File: config.mk
export PLATFORM = sky130hd
export DESIGN_NAME = bitmap_id_allocator
export DESIGN_NICKNAME = d
export VERILOG_FILES = /design/src/hdl/bai_pkg.sv /design/src/hdl/bai_ram.sv /design/src/hdl/bitmap_id_allocator.sv
export SDC_FILE = /design/constraint.sdc
export NUM_CORES = 1
export LEC_CHECK = 0
export BUFFER_PORTS_ARGS = -buffer_cell sky130_fd_sc_hd__buf_2
export CAP_MARGIN = 5
export CORE_UTILIZATION = 42
export CTS_BUF_LIST = sky130_fd_sc_hd__clkbuf_8
export DETAILED_ROUTE_END_ITERATION = 10
export PLACE_DENSITY = 0.67
export SLEW_MARGIN = 30
export SYNTH_ARGS = -nofsm -noshare
export SYNTH_HDL_FRONTEND = slang
export SYNTH_SLANG_ARGS = --single-unit
File: constraint.sdc
create_clock -name clk -period 24.2 [get_ports clk]
set_input_delay 2.42 -clock clk [delete_from_list [all_inputs] [get_ports clk]]
set_output_delay 2.42 -clock clk [all_outputs]
set_load 0.02 [all_outputs]
File: src/hdl/bai_pkg.sv
// bai_pkg: shared constants and codes for the bitmap ID allocator
// map word geometry, field widths, request and status codes, register map
// depends on nothing; imported by bitmap_id_allocator
`timescale 1ns / 1ps
`default_nettype none

package bai_pkg;

  // default capacity of the ID space
  localparam int DEF_MAX_IDS = 1024;

  // used-map word held in one memory row
  localparam int WORD_W = 64;
  localparam int BIT_W  = $clog2(WORD_W);

  // fixed field widths
  localparam int ID_W       = 10;
  localparam int CNT_W      = 11;
  localparam int CFG_DATA_W = 32;
  localparam int CFG_ADDR_W = 3;

  // register reset values
  localparam logic             USE_IDS_RST  = 1'b1;
  localparam logic [CNT_W-1:0] ID_COUNT_RST = 11'd1024;

  // register select, taken from address bit 2
  localparam logic REG_USE_IDS  = 1'b0;
  localparam logic REG_ID_COUNT = 1'b1;

  // request codes
  typedef enum logic [1:0] {
    OP_ALLOC = 2'd0,
    OP_RANGE = 2'd1,
    OP_FREE  = 2'd2
  } opcode_t;

  // answer codes
  typedef enum logic [1:0] {
    STS_OK      = 2'd0,
    STS_NOSPACE = 2'd1,
    STS_INVALID = 2'd2,
    STS_NOTSUP  = 2'd3
  } status_t;

endpackage

`default_nettype wire

File: src/hdl/bai_ram.sv
// bai_ram: generic single-write, single-read RAM with registered read data
// used to hold the used-map rows of the allocator
// depends on nothing
`timescale 1ns / 1ps
`default_nettype none

module bai_ram #(
  parameter int WIDTH = 64,
  parameter int DEPTH = 16
) (
  input  wire logic                                   clk,
  input  wire logic                                   we,
  input  wire logic [(DEPTH > 1 ? $clog2(DEPTH) : 1)-1:0] waddr,
  input  wire logic [WIDTH-1:0]                       wdata,
  input  wire logic [(DEPTH > 1 ? $clog2(DEPTH) : 1)-1:0] raddr,
  output logic      [WIDTH-1:0]                       rdata
);

  logic [WIDTH-1:0] mem [DEPTH];

  // write port
  always_ff @(posedge clk) begin
    if (we) begin
      mem[waddr] <= wdata;
    end
  end

  // registered read port
  always_ff @(posedge clk) begin
    rdata <= mem[raddr];
  end

endmodule

`default_nettype wire

File: src/hdl/bitmap_id_allocator.sv
// bitmap_id_allocator: ID allocator over a used-bitmap with first-free search
// request sequencer, shared 64-bit word search unit, APB register port
// depends on bai_pkg and bai_ram
//
// Usage
//   in_*   : one request per transfer; in_tuser carries the opcode
//            (allocate, allocate within range, free), in_tdata the arguments
//   out_*  : exactly one answer per request, in request order; held in an
//            output register until out_tready takes it
//   cfg_*  : APB port, use_ids at 0x0, id_count at 0x4, pready always high
// Timing
//   the used-map lives in a RAM of 64-bit rows; the search unit looks at one
//   row per cycle; an allocation scans rows until it finds a free bit or
//   reaches the last row of the count; a free reads its row and clears the
//   bit; answers decided from the arguments alone do not touch the map
//   one request is in work at a time; in_tready is high only when idle
// Reset
//   rst_n is synchronous; after it the map is cleared one row per cycle,
//   all ceil(MAX_IDS/64) rows (16 at the default), with IDs 0 and 1 marked
//   used, and no request is taken meanwhile; config writes are always taken
// Stall
//   while out_tready is low, a finished answer waits in the output stage
//   and the next answer waits in the sequencer, so nothing is dropped
`timescale 1ns / 1ps
`default_nettype none

module bitmap_id_allocator
  import bai_pkg::*;
#(
  parameter int MAX_IDS = DEF_MAX_IDS
) (
  input  wire logic                  clk,
  input  wire logic                  rst_n,
  // request channel
  input  wire logic                  in_tvalid,
  output logic                       in_tready,
  // [9:0] range_min, [19:10] range_max, [29:20] free_id, [31:30] zero
  input  wire logic [31:0]           in_tdata,
  // [1:0] opcode
  input  wire logic [1:0]            in_tuser,
  // answer channel
  output logic                       out_tvalid,
  input  wire logic                  out_tready,
  // [9:0] allocated_id, [11:10] status, [12] double_free, [15:13] zero
  output logic      [15:0]           out_tdata,
  // configuration port
  input  wire logic                  cfg_psel,
  input  wire logic                  cfg_penable,
  input  wire logic                  cfg_pwrite,
  input  wire logic [CFG_ADDR_W-1:0] cfg_paddr,
  input  wire logic [CFG_DATA_W-1:0] cfg_pwdata,
  output logic      [CFG_DATA_W-1:0] cfg_prdata,
  output logic                       cfg_pready
);

  localparam int ROWS  = (MAX_IDS + WORD_W - 1) / WORD_W;
  localparam int ROW_W = (ROWS > 1) ? $clog2(ROWS) : 1;
  localparam int CW    = (ROW_W + BIT_W + 1 > CNT_W) ? ROW_W + BIT_W + 1 : CNT_W;

  typedef enum logic [4:0] {
    ST_CLEAR = 5'b00001,
    ST_IDLE  = 5'b00010,
    ST_SCAN  = 5'b00100,
    ST_FREE  = 5'b01000,
    ST_DONE  = 5'b10000
  } state_t;

  // lowest set bit of a word, with a hit flag on top
  function automatic logic [BIT_W:0] first_set(input logic [WORD_W-1:0] v);
    logic [BIT_W:0] r;
    r = '0;
    for (int i = WORD_W - 1; i >= 0; i--) begin
      if (v[i]) begin
        r = {1'b1, BIT_W'(i)};
      end
    end
    return r;
  endfunction

  state_t           state_r, state_nxt;
  logic [ROW_W-1:0] row_r, row_nxt;
  logic             first_r, first_nxt;
  logic             is_range_r, is_range_nxt;
  logic [BIT_W-1:0] pos_r, pos_nxt;
  logic [CW-1:0]    rmax_r, rmax_nxt;
  logic [ID_W-1:0]  res_id_r, res_id_nxt;
  status_t          res_sts_r, res_sts_nxt;
  logic             res_dbl_r, res_dbl_nxt;

  logic             use_ids_r;
  logic [CNT_W-1:0] id_count_r;

  logic             out_tvalid_r;
  logic [15:0]      out_tdata_r;

  logic             ram_we;
  logic [ROW_W-1:0] ram_waddr;
  logic [WORD_W-1:0] ram_wdata, ram_rdata;

  logic [CW-1:0]    eff_cnt, cnt_m1, rmin_w, rmax_w, fid_w, found_w;
  logic             alloc_on;
  logic [ROW_W-1:0] last_row;
  logic [BIT_W-1:0] last_bit;
  logic [WORD_W-1:0] lo_mask, hi_mask, cand;
  logic [BIT_W:0]   ffs;
  logic             out_load;

  // configuration registers
  logic cfg_wr;
  assign cfg_wr     = cfg_psel && cfg_penable && cfg_pwrite && cfg_pready;
  assign cfg_pready = 1'b1;

  always_ff @(posedge clk) begin
    if (!rst_n) begin
      use_ids_r  <= USE_IDS_RST;
      id_count_r <= ID_COUNT_RST;
    end else if (cfg_wr) begin
      unique case (cfg_paddr[2])
        REG_USE_IDS:  use_ids_r  <= cfg_pwdata[0];
        REG_ID_COUNT: id_count_r <= cfg_pwdata[CNT_W-1:0];
        default:      ;
      endcase
    end
  end

  always_comb begin
    unique case (cfg_paddr[2])
      REG_USE_IDS:  cfg_prdata = {{(CFG_DATA_W-1){1'b0}}, use_ids_r};
      REG_ID_COUNT: cfg_prdata = {{(CFG_DATA_W-CNT_W){1'b0}}, id_count_r};
      default:      cfg_prdata = '0;
    endcase
  end

  // effective count and scan limits
  assign eff_cnt  = (CW'(id_count_r) > CW'(MAX_IDS)) ? CW'(MAX_IDS) : CW'(id_count_r);
  assign alloc_on = use_ids_r && (eff_cnt > CW'(1));
  assign cnt_m1   = eff_cnt - CW'(1);
  assign last_row = ROW_W'(cnt_m1 >> BIT_W);
  assign last_bit = cnt_m1[BIT_W-1:0];

  // request arguments
  assign rmin_w = CW'(in_tdata[9:0]);
  assign rmax_w = CW'(in_tdata[19:10]);
  assign fid_w  = CW'(in_tdata[29:20]);

  // shared word search unit: free bits of the current row inside the window
  assign lo_mask = first_r ? ({WORD_W{1'b1}} << pos_r) : {WORD_W{1'b1}};
  assign hi_mask = (row_r == last_row) ? ({WORD_W{1'b1}} >> (~last_bit))
                                       : {WORD_W{1'b1}};
  assign cand    = ~ram_rdata & lo_mask & hi_mask;
  assign ffs     = first_set(cand);
  assign found_w = CW'({row_r, ffs[BIT_W-1:0]});

  assign in_tready = (state_r == ST_IDLE);
  assign out_load  = (state_r == ST_DONE) && (!out_tvalid_r || out_tready);

  // request sequencer
  always_comb begin
    state_nxt    = state_r;
    row_nxt      = row_r;
    first_nxt    = first_r;
    is_range_nxt = is_range_r;
    pos_nxt      = pos_r;
    rmax_nxt     = rmax_r;
    res_id_nxt   = res_id_r;
    res_sts_nxt  = res_sts_r;
    res_dbl_nxt  = res_dbl_r;
    ram_we       = 1'b0;
    ram_waddr    = row_r;
    ram_wdata    = '0;
    unique case (state_r)
      ST_CLEAR: begin
        ram_we    = 1'b1;
        ram_wdata = (row_r == '0) ? {{(WORD_W-2){1'b0}}, 2'b11} : '0;
        row_nxt   = ROW_W'(row_r + 1'b1);
        if (row_r == ROW_W'(ROWS - 1)) begin
          row_nxt   = '0;
          state_nxt = ST_IDLE;
        end
      end
      ST_IDLE: begin
        if (in_tvalid) begin
          res_id_nxt   = '0;
          res_sts_nxt  = STS_OK;
          res_dbl_nxt  = 1'b0;
          first_nxt    = 1'b1;
          is_range_nxt = 1'b0;
          pos_nxt      = '0;
          rmax_nxt     = rmax_w;
          row_nxt      = '0;
          state_nxt    = ST_DONE;
          unique case (in_tuser)
            OP_ALLOC: begin
              if (!alloc_on) begin
                res_id_nxt = ID_W'(1);
              end else begin
                state_nxt = ST_SCAN;
              end
            end
            OP_RANGE: begin
              priority if (rmin_w >= eff_cnt) begin
                res_sts_nxt = STS_INVALID;
              end else if (!alloc_on) begin
                res_sts_nxt = STS_NOTSUP;
              end else begin
                is_range_nxt = 1'b1;
                row_nxt      = ROW_W'(rmin_w >> BIT_W);
                pos_nxt      = rmin_w[BIT_W-1:0];
                state_nxt    = ST_SCAN;
              end
            end
            OP_FREE: begin
              priority if (fid_w == '0) begin
                res_sts_nxt = STS_INVALID;
              end else if (!alloc_on || fid_w == CW'(1)) begin
                res_sts_nxt = STS_OK;
              end else if (fid_w >= eff_cnt) begin
                res_sts_nxt = STS_INVALID;
              end else begin
                row_nxt   = ROW_W'(fid_w >> BIT_W);
                pos_nxt   = fid_w[BIT_W-1:0];
                state_nxt = ST_FREE;
              end
            end
            default: res_sts_nxt = STS_INVALID;
          endcase
        end
      end
      ST_SCAN: begin
        first_nxt = 1'b0;
        priority if (ffs[BIT_W]) begin
          state_nxt = ST_DONE;
          if (is_range_r && found_w > rmax_r) begin
            res_sts_nxt = STS_NOSPACE;
          end else begin
            ram_we     = 1'b1;
            ram_wdata  = ram_rdata | (WORD_W'(1) << ffs[BIT_W-1:0]);
            res_id_nxt = found_w[ID_W-1:0];
          end
        end else if (row_r == last_row) begin
          res_sts_nxt = STS_NOSPACE;
          state_nxt   = ST_DONE;
        end else begin
          row_nxt = ROW_W'(row_r + 1'b1);
        end
      end
      ST_FREE: begin
        ram_we      = 1'b1;
        ram_wdata   = ram_rdata & ~(WORD_W'(1) << pos_r);
        res_dbl_nxt = ~ram_rdata[pos_r];
        state_nxt   = ST_DONE;
      end
      ST_DONE: begin
        if (out_load) begin
          state_nxt = ST_IDLE;
        end
      end
      default: state_nxt = ST_CLEAR;
    endcase
  end

  // sequencer state
  always_ff @(posedge clk) begin
    if (!rst_n) begin
      state_r <= ST_CLEAR;
      row_r   <= '0;
      first_r <= 1'b0;
    end else begin
      state_r <= state_nxt;
      row_r   <= row_nxt;
      first_r <= first_nxt;
    end
  end

  // request context and pending answer
  always_ff @(posedge clk) begin
    is_range_r <= is_range_nxt;
    pos_r      <= pos_nxt;
    rmax_r     <= rmax_nxt;
    res_id_r   <= res_id_nxt;
    res_sts_r  <= res_sts_nxt;
    res_dbl_r  <= res_dbl_nxt;
  end

  // output stage
  always_ff @(posedge clk) begin
    if (!rst_n) begin
      out_tvalid_r <= 1'b0;
    end else if (out_load) begin
      out_tvalid_r <= 1'b1;
    end else if (out_tready) begin
      out_tvalid_r <= 1'b0;
    end
  end

  always_ff @(posedge clk) begin
    if (out_load) begin
      out_tdata_r <= {3'b000, res_dbl_r, res_sts_r, res_id_r};
    end
  end

  assign out_tvalid = out_tvalid_r;
  assign out_tdata  = out_tdata_r;

  // used-map storage, one 64-bit row per entry
  bai_ram #(
    .WIDTH (WORD_W),
    .DEPTH (ROWS)
  ) u_map (
    .clk   (clk),
    .we    (ram_we),
    .waddr (ram_waddr),
    .wdata (ram_wdata),
    .raddr (row_nxt),
    .rdata (ram_rdata)
  );

  // no request taken during the clearing pass
  a_clear_blocks: assert property (@(posedge clk) disable iff (!rst_n)
    (state_r == ST_CLEAR) |-> !in_tready)
    else $error("request taken while map is being cleared");

  // one request at a time
  a_one_at_a_time: assert property (@(posedge clk) disable iff (!rst_n)
    (in_tvalid && in_tready) |=> !in_tready)
    else $error("second request taken while one is in work");

  // the scan never walks past the last row of the count
  a_scan_bound: assert property (@(posedge clk) disable iff (!rst_n)
    (state_r == ST_SCAN) |-> (row_r <= last_row))
    else $error("scan beyond last row");

  // map is only written while clearing, scanning or freeing
  a_write_state: assert property (@(posedge clk) disable iff (!rst_n)
    ram_we |-> (state_r == ST_CLEAR || state_r == ST_SCAN || state_r == ST_FREE))
    else $error("map written outside an update step");

  // a double free answer carries no ID and status ok
  a_dbl_answer: assert property (@(posedge clk) disable iff (!rst_n)
    (out_tvalid && out_tdata[12]) |-> (out_tdata[11:0] == 12'd0))
    else $error("double free answer with ID or error status");

endmodule

`default_nettype wire
==> impl_metrics.ini, run 1 <==
[synth]
synth_edf_count = 1067
synth_xor_area_share_pct = 0.0704
ys_seq_elements = 1154
syn_area_mm2 = 0.0498
synth-compound-area-share_pct = 11.1
synth_top_family_by_area = multiplexers
seq_area_frac_synth_pct = 67.9
syn_inst = 3457
yosys_warnings = 0
avgSynthCellArea_um2 = 14.4
synthMuxAreaShare_pct = 11.3
yosys.area_share.adder_pct = 1.06
synth_flop_cell = edfxtp_1
async_flop_share_pct = 0
synth_cell_types = 91
synthSimpleGateAreaFrac_pct = 5.98

[sta]
slew_headroom_pct = 28.3
drv_slew = 0
clock.fmax_ghz = 0.0953
setup_violations = 0
tns_ns = 0
rsz0062_at_grt = false
clock_skew_ns = 0.0751
worstMarginPinSlew_ns = 1.07
fin_crit_sh_pct = 43.4
worst_slack_ns = 13.71
min_period_ns = 10.49
hold_violations = 0

[power]
power.static_leakage_nw = 21.4
p_per_area_mw_per_mm2 = 122
ir_drop_uv = 165

[floorplan]
start_util_pct = 42.6
die_w_um = 346
rows = 125
ios = 127
design.die.area_mm2 = 0.120
die_h_um = 346
core_mm2 = 0.117

[setup_path]
required_ns = 24.66
cp_max_fo = 46
slowest_delay_ns = 0.88
critPathLaunchType = register
worstSetupPathType = register to register
r2r-start = id_count_r[10]$_SDFFE_PN1P_
startpoint = id_count_r[10]$_SDFFE_PN1P_
worstPathArrival_ns = 10.95
end_kind = register
cpMostUsedCell = o21a_1
slowest_stage = a21boi_0

[worst_hold_path]
min_path_type = register to register
min_from = res_sts_r[1]$_SDFFCE_PP0P_

[clock_network]
cts_buffer_depth = 3
holdBufCountCts = 0
cts_root_buf = clkbuf_8
cts_tree = built
clock_latency_ns = 0.90
ctsResizeCount = 0
cts_made_buffers = 178
cts_setup_buffers = 0
clock-sinks = 1154
clk_pin_slew_ns = 0.06
htree_levels = 4

[drt]
final_antenna_net_count = 0
route.detailed.drc = 0
met1Wirelength_mm = 62.1
route.met2.wl_mm = 68.6
top_layer = met4
drtPass1Iterations = 8
viasPerCell = 6.07
num_vias = 32300
first_iter_violations = 3734
wl_per_cell_um = 28.1
drt_wl_total_mm = 149
wl_met3_mm = 13.2

[outcome]
status = finished, final reports clean

[cells_and_area]
final_cell_mix = 1,067 x edfxtp_1, 513 x mux2i_1, 268 x o22ai_1, 207 x clkbuf_8, 183 x o21ai_0
syn_to_final_growth_pct = 12.7
layout_commonest_cell = edfxtp_1
post-route-util_pct = 48.0
fin_nets = 3757
layout-drive-gt1-share_pct = 14.9

[global_routing]
grt_max_degree = 133
grt_pass1_wl_mm = 214
grt_pass1_vias = 31000
overflow = 0
antenna_found_initial = 5
track_usage_pct = 24.4

[place]
gp_congestion = 1.03
port_buffers = 76
hpwl_mm = 87.3
dpl_worst_slack_ns = 14.11

[job]
maxCapViolCount = 0
[where the power goes]
| group | leakage (nW) | total (W) | switching [W] | internal [W] |
|---|---|---|---|---|
| Clock | 2.09 | 0.00162 | 0.000763 | 0.000854 |
| Combinational | 9.16 | 0.00261 | 0.00162 | 0.000992 |
| Sequential | 10.1 | 0.00260 | 0.000141 | 0.00246 |
[logic make-up after synthesis]
| logic type | Yosys count |
|---|---|
| AO/OA/AOI/OAI | 877 |
| multiplexers | 535 |
| flip-flops | 1154 |
| adder cells (fa/ha/maj) | 42 |
| other | 2 |
| buffers and inverters | 279 |
| XOR/XNOR | 4 |
| AND/OR/NAND/NOR | 564 |
[stage by stage]
| stage | instance area [µm²] | power [W] | hold slack (ns) | instances |
|---|---|---|---|---|
| finish | 56100 | 0.00683 | 0.420 | 5318 |
| global route | 56100 | 0.00709 | 0.424 | 5318 |
| CTS | 56000 | 0.00682 | 0.419 | 5313 |
| detailed placement | 52400 | 0.00521 | 0.405 | 4981 |
| global placement | 52300 | 0.00520 | 0.402 | 4979 |
| floorplan | 49900 | 0.00444 | 0.400 | 3480 |
[final timing paths]
check,to,slack (ns),cells past startpoint
setup / recovery,u_map.mem[4][44]$_DFFE_PP_,13.71,30
hold reg to reg,out_tdata[11]$_DFFE_PP_,0.42,0
hold / removal,out_tdata[11]$_DFFE_PP_,0.42,0
setup reg to reg,u_map.mem[4][44]$_DFFE_PP_,13.71,30
[critical path, delay by kind of cell, from the launching register on]
family,cells,cell delay (ns)
buffers and inverters,3,1.37
AO/OA/AOI/OAI,16,4.82
adder cells (fa/ha/maj),2,0.73
AND/OR/NAND/NOR,9,2.77
flip-flops,1,0.31
[layer usage]
layer / global-route usage (%) / up-vias
met5: 0 / -
met4: 9.27 / 0
met3: 5.17 / 310
met2: 38.1 / 1709
met1: 33.4 / 16100
li1: - / 14100
[state kept, by name (all words and copies together), names as in the netlist]
register	flops
first_r	1
id_count_r	11
is_range_r	1
out_tdata	13
out_tvalid	1
pos_r	6
ram_waddr	4
res_dbl_r	1
res_id_r	10
res_sts_r	2
rmax_r	10
state_r	5
u_map.mem	1024
u_map.rdata	64
use_ids_r	1
[synth_stat cells, types with 6 or more instances]
cell type  instances  area, µm²
a2111oi_0          6       52.6
a211o_1            9       78.8
a211oi_1          14        105
a21boi_0           9       67.6
a21o_1            18        135
a21oi_1          145        726
a22oi_1           16        120
a31oi_1           54        338
a41oi_1           12        105
and2_1            25        156
and3_1            16        100
buf_1             15       56.3
buf_2             49        245
buf_4             43        323
clkbuf_1         127        477
dfxtp_1           87       1740
edfxtp_1        1067      32000
ha_1              42        526
inv_1             41        154
mux2i_1          513       5130
mux4_2            21        473
nand2_1          129        484
nand2b_1          26        163
nand3_1           33        165
nand3b_1           8       60.1
nand4_1            9       56.3
nor2_1           135        507
nor2b_1           18        113
nor3_1            39        195
nor4_1             9       56.3
o211ai_1          12       90.1
o21a_1            18        135
o21ai_0          191        956
o21bai_1          14        105
o22ai_1          269       1680
o311ai_0           6       52.6
o31ai_1           10       75.1
or2_2             11       68.8
or3_1             10       62.6
or4_1             66        495
[layout make-up]
cell class	count	area, µm²
Multi-Input combinational cell	2047	15100
Clock inverter	125	790
Tap cell	1524	1910
Antenna cell	3	7.51
Timing Repair Buffer	216	1500
Inverter	42	158
Fill cell	9902	60800
Clock buffer	207	2850
Sequential cell	1154	33800
No activity file was read; power rests on OpenSTA's default activity.
==> run 2: changes to the inputs <==
--- a/config.mk
+++ b/config.mk
@@ -10,7 +10,7 @@
 export CORE_UTILIZATION = 42
 export CTS_BUF_LIST = sky130_fd_sc_hd__clkbuf_8
 export DETAILED_ROUTE_END_ITERATION = 10
-export PLACE_DENSITY = 0.67
+export PLACE_DENSITY = 0.7
 export SLEW_MARGIN = 30
 export SYNTH_ARGS = -nofsm -noshare
 export SYNTH_HDL_FRONTEND = slang
==> constraint.sdc (replaced) <==
create_clock -name clk -period 9.5 [get_ports clk]
set_input_delay 0.95 -clock clk [delete_from_list [all_inputs] [get_ports clk]]
set_output_delay 0.95 -clock clk [all_outputs]
set_load 0.02 [all_outputs]
==> run 2 against run 1 <==
Compared with the run above:
- sequential share of layout area shrank 0.58 points
- critical endpoint is now u_map.mem[4][55]$_DFFE_PP_
- final area is 0.97% higher
- fmax up 19%
- count of clock-buffer cells in the layout down 20
- clock skew is 0.025 ns lower
- utilization is 0.47 points higher
- clock power up 140%
- power rose to 2.5 times the previous value
- critical path depth is 3 lower
- via count up 0.12%
- largest power group unchanged
==> impl_metrics.ini, run 2 (synthesized netlist as in run 1, its figures left out) <==
[outcome]
status = finished, final reports clean

[place]
gp_congestion = 1.03
dpl_cell_area_mm2 = 0.0532
placedCellCount = 5032
port_buffers = 76
hpwl_mm = 91.4

[setup_path]
worstPathArrival_ns = 9.49
required_ns = 10.18
end_kind = register
worstSetupPathType = register to register
critPathLaunchType = register
cp_max_fo = 16
slowest_delay_ns = 0.63
cpMostUsedCell = o21a_1
slowest_stage = or4_4

[cells_and_area]
post-route-util_pct = 48.5
syn_to_final_growth_pct = 13.7
fin_nets = 3805
layout_commonest_cell = edfxtp_1
final_area_mm2 = 0.0566
final_cells = 5353
largest_reg_flops = 1024
layout-drive-gt1-share_pct = 15.3
largest_register = u_map.mem
nFillCells = 9861
final_cell_mix = 1,067 x edfxtp_1, 513 x mux2i_1, 269 x o22ai_1, 187 x clkbuf_8, 184 x o21ai_0

[sta]
clock_skew_ns = 0.0497
worstMarginPinSlew_ns = 1.11
fin_crit_sh_pct = 92.7
tns_ns = 0
drv_slew = 0
hold_violations = 0
clock.fmax_ghz = 0.114
timing.hold.ws_ns = 0.235
slew_headroom_pct = 25.5
setup_violations = 0
rsz0062_at_grt = false
min_period_ns = 8.81

[clock_network]
clk_pin_slew_ns = 0.06
cts_setup_buffers = 0
clock-sinks = 1154
cts_made_buffers = 175
clock_latency_ns = 0.89
htree_levels = 4
cts_root_buf = clkbuf_8
holdBufCountCts = 0
ctsResizeCount = 0
cts_buffer_depth = 3
cts_tree = built

[floorplan]
rows = 125
start_util_pct = 42.6
ios = 127
core_mm2 = 0.117
die_h_um = 346
die_w_um = 346
design.die.area_mm2 = 0.120

[drt]
drtPass1Iterations = 5
route.detailed.drc = 0
viasPerCell = 6.04
final_antenna_net_count = 0
first_iter_violations = 3705
num_vias = 32300
drt_wl_total_mm = 147
wl_per_cell_um = 27.5

[global_routing]
track_usage_pct = 24.1
antenna_found_initial = 2
grt_pass1_vias = 31400
overflow = 0
grt_max_degree = 74
grt_pass1_wl_mm = 212

[power]
p_per_area_mw_per_mm2 = 306
power.static_leakage_nw = 21.5
ir_drop_uv = 349

[job]
maxCapViolCount = 0

[worst_hold_path]
min_path_type = input port to register
-- run 2: cell types whose count changed in the layout (fill, tap and decap cells not counted), sizes merged --
cell / delta
clkbuf: -22
buf: +53
diode: -1
clkinvlp: +2
inv: -4
clkinv: +7
-- run 2: final cells by class --
| class | count | area (µm²) | share of cell area (%) |
|---|---|---|---|
| Timing Repair Buffer | 267 | 2350 | 4.15 |
| Clock buffer | 187 | 2570 | 4.55 |
| Clock inverter | 130 | 782 | 1.38 |
| Multi-Input combinational cell | 2047 | 15100 | 26.6 |
| Inverter | 42 | 158 | 0.278 |
| Sequential cell | 1154 | 33800 | 59.7 |
| Tap cell | 1524 | 1910 | 3.37 |
| Antenna cell | 2 | 5.00 | 0.00884 |
-- run 2: stage by stage --
stage	worst slack, ns	total power [W]
final	0.691	0.0173
after global routing	0.436	0.0180
after CTS	0.891	0.0173
after detailed placement	0.970	0.0134
after global placement	1.03	0.0133
after floorplan	-0.398	0.0113
-- run 2: worst paths after layout --
kind | slack, ns | to | start | cells past startpoint
max | 0.69 | u_map.mem[4][55]$_DFFE_PP_ | id_count_r[2]$_SDFFE_PN0P_ | 27
min | 0.24 | rmax_r[8]$_DFFE_PP_ | in_tdata[18] | 1
max reg2reg | 0.69 | u_map.mem[4][55]$_DFFE_PP_ | id_count_r[2]$_SDFFE_PN0P_ | 27
min reg2reg | 0.42 | out_tdata[11]$_DFFE_PP_ | res_sts_r[1]$_SDFFCE_PP0P_ | 0
-- run 2: critical path: cells and delay by family, from the launching register on --
family                   cells  cell delay [ns]
AO/OA/AOI/OAI               16             4.23
AND/OR/NAND/NOR              7             2.70
buffers and inverters        3             0.91
flip-flops                   1             0.46
adder cells (fa/ha/maj)      1             0.27
-- run 2: power breakdown --
part	total (W)	switching, W	internal [W]
combinational	0.00680	0.00416	0.00264
clock	0.00391	0.00191	0.00200
sequential	0.00661	0.000349	0.00626
-- run 2: per-layer routing --
layer	global-route usage [%]	vias to the layer above	wire, µm
met5	0	-	0
met4	10.7	0	6150
met3	4.62	308	11800
met2	37.4	1579	67100
met1	33.0	16300	62000
li1	-	14200	-
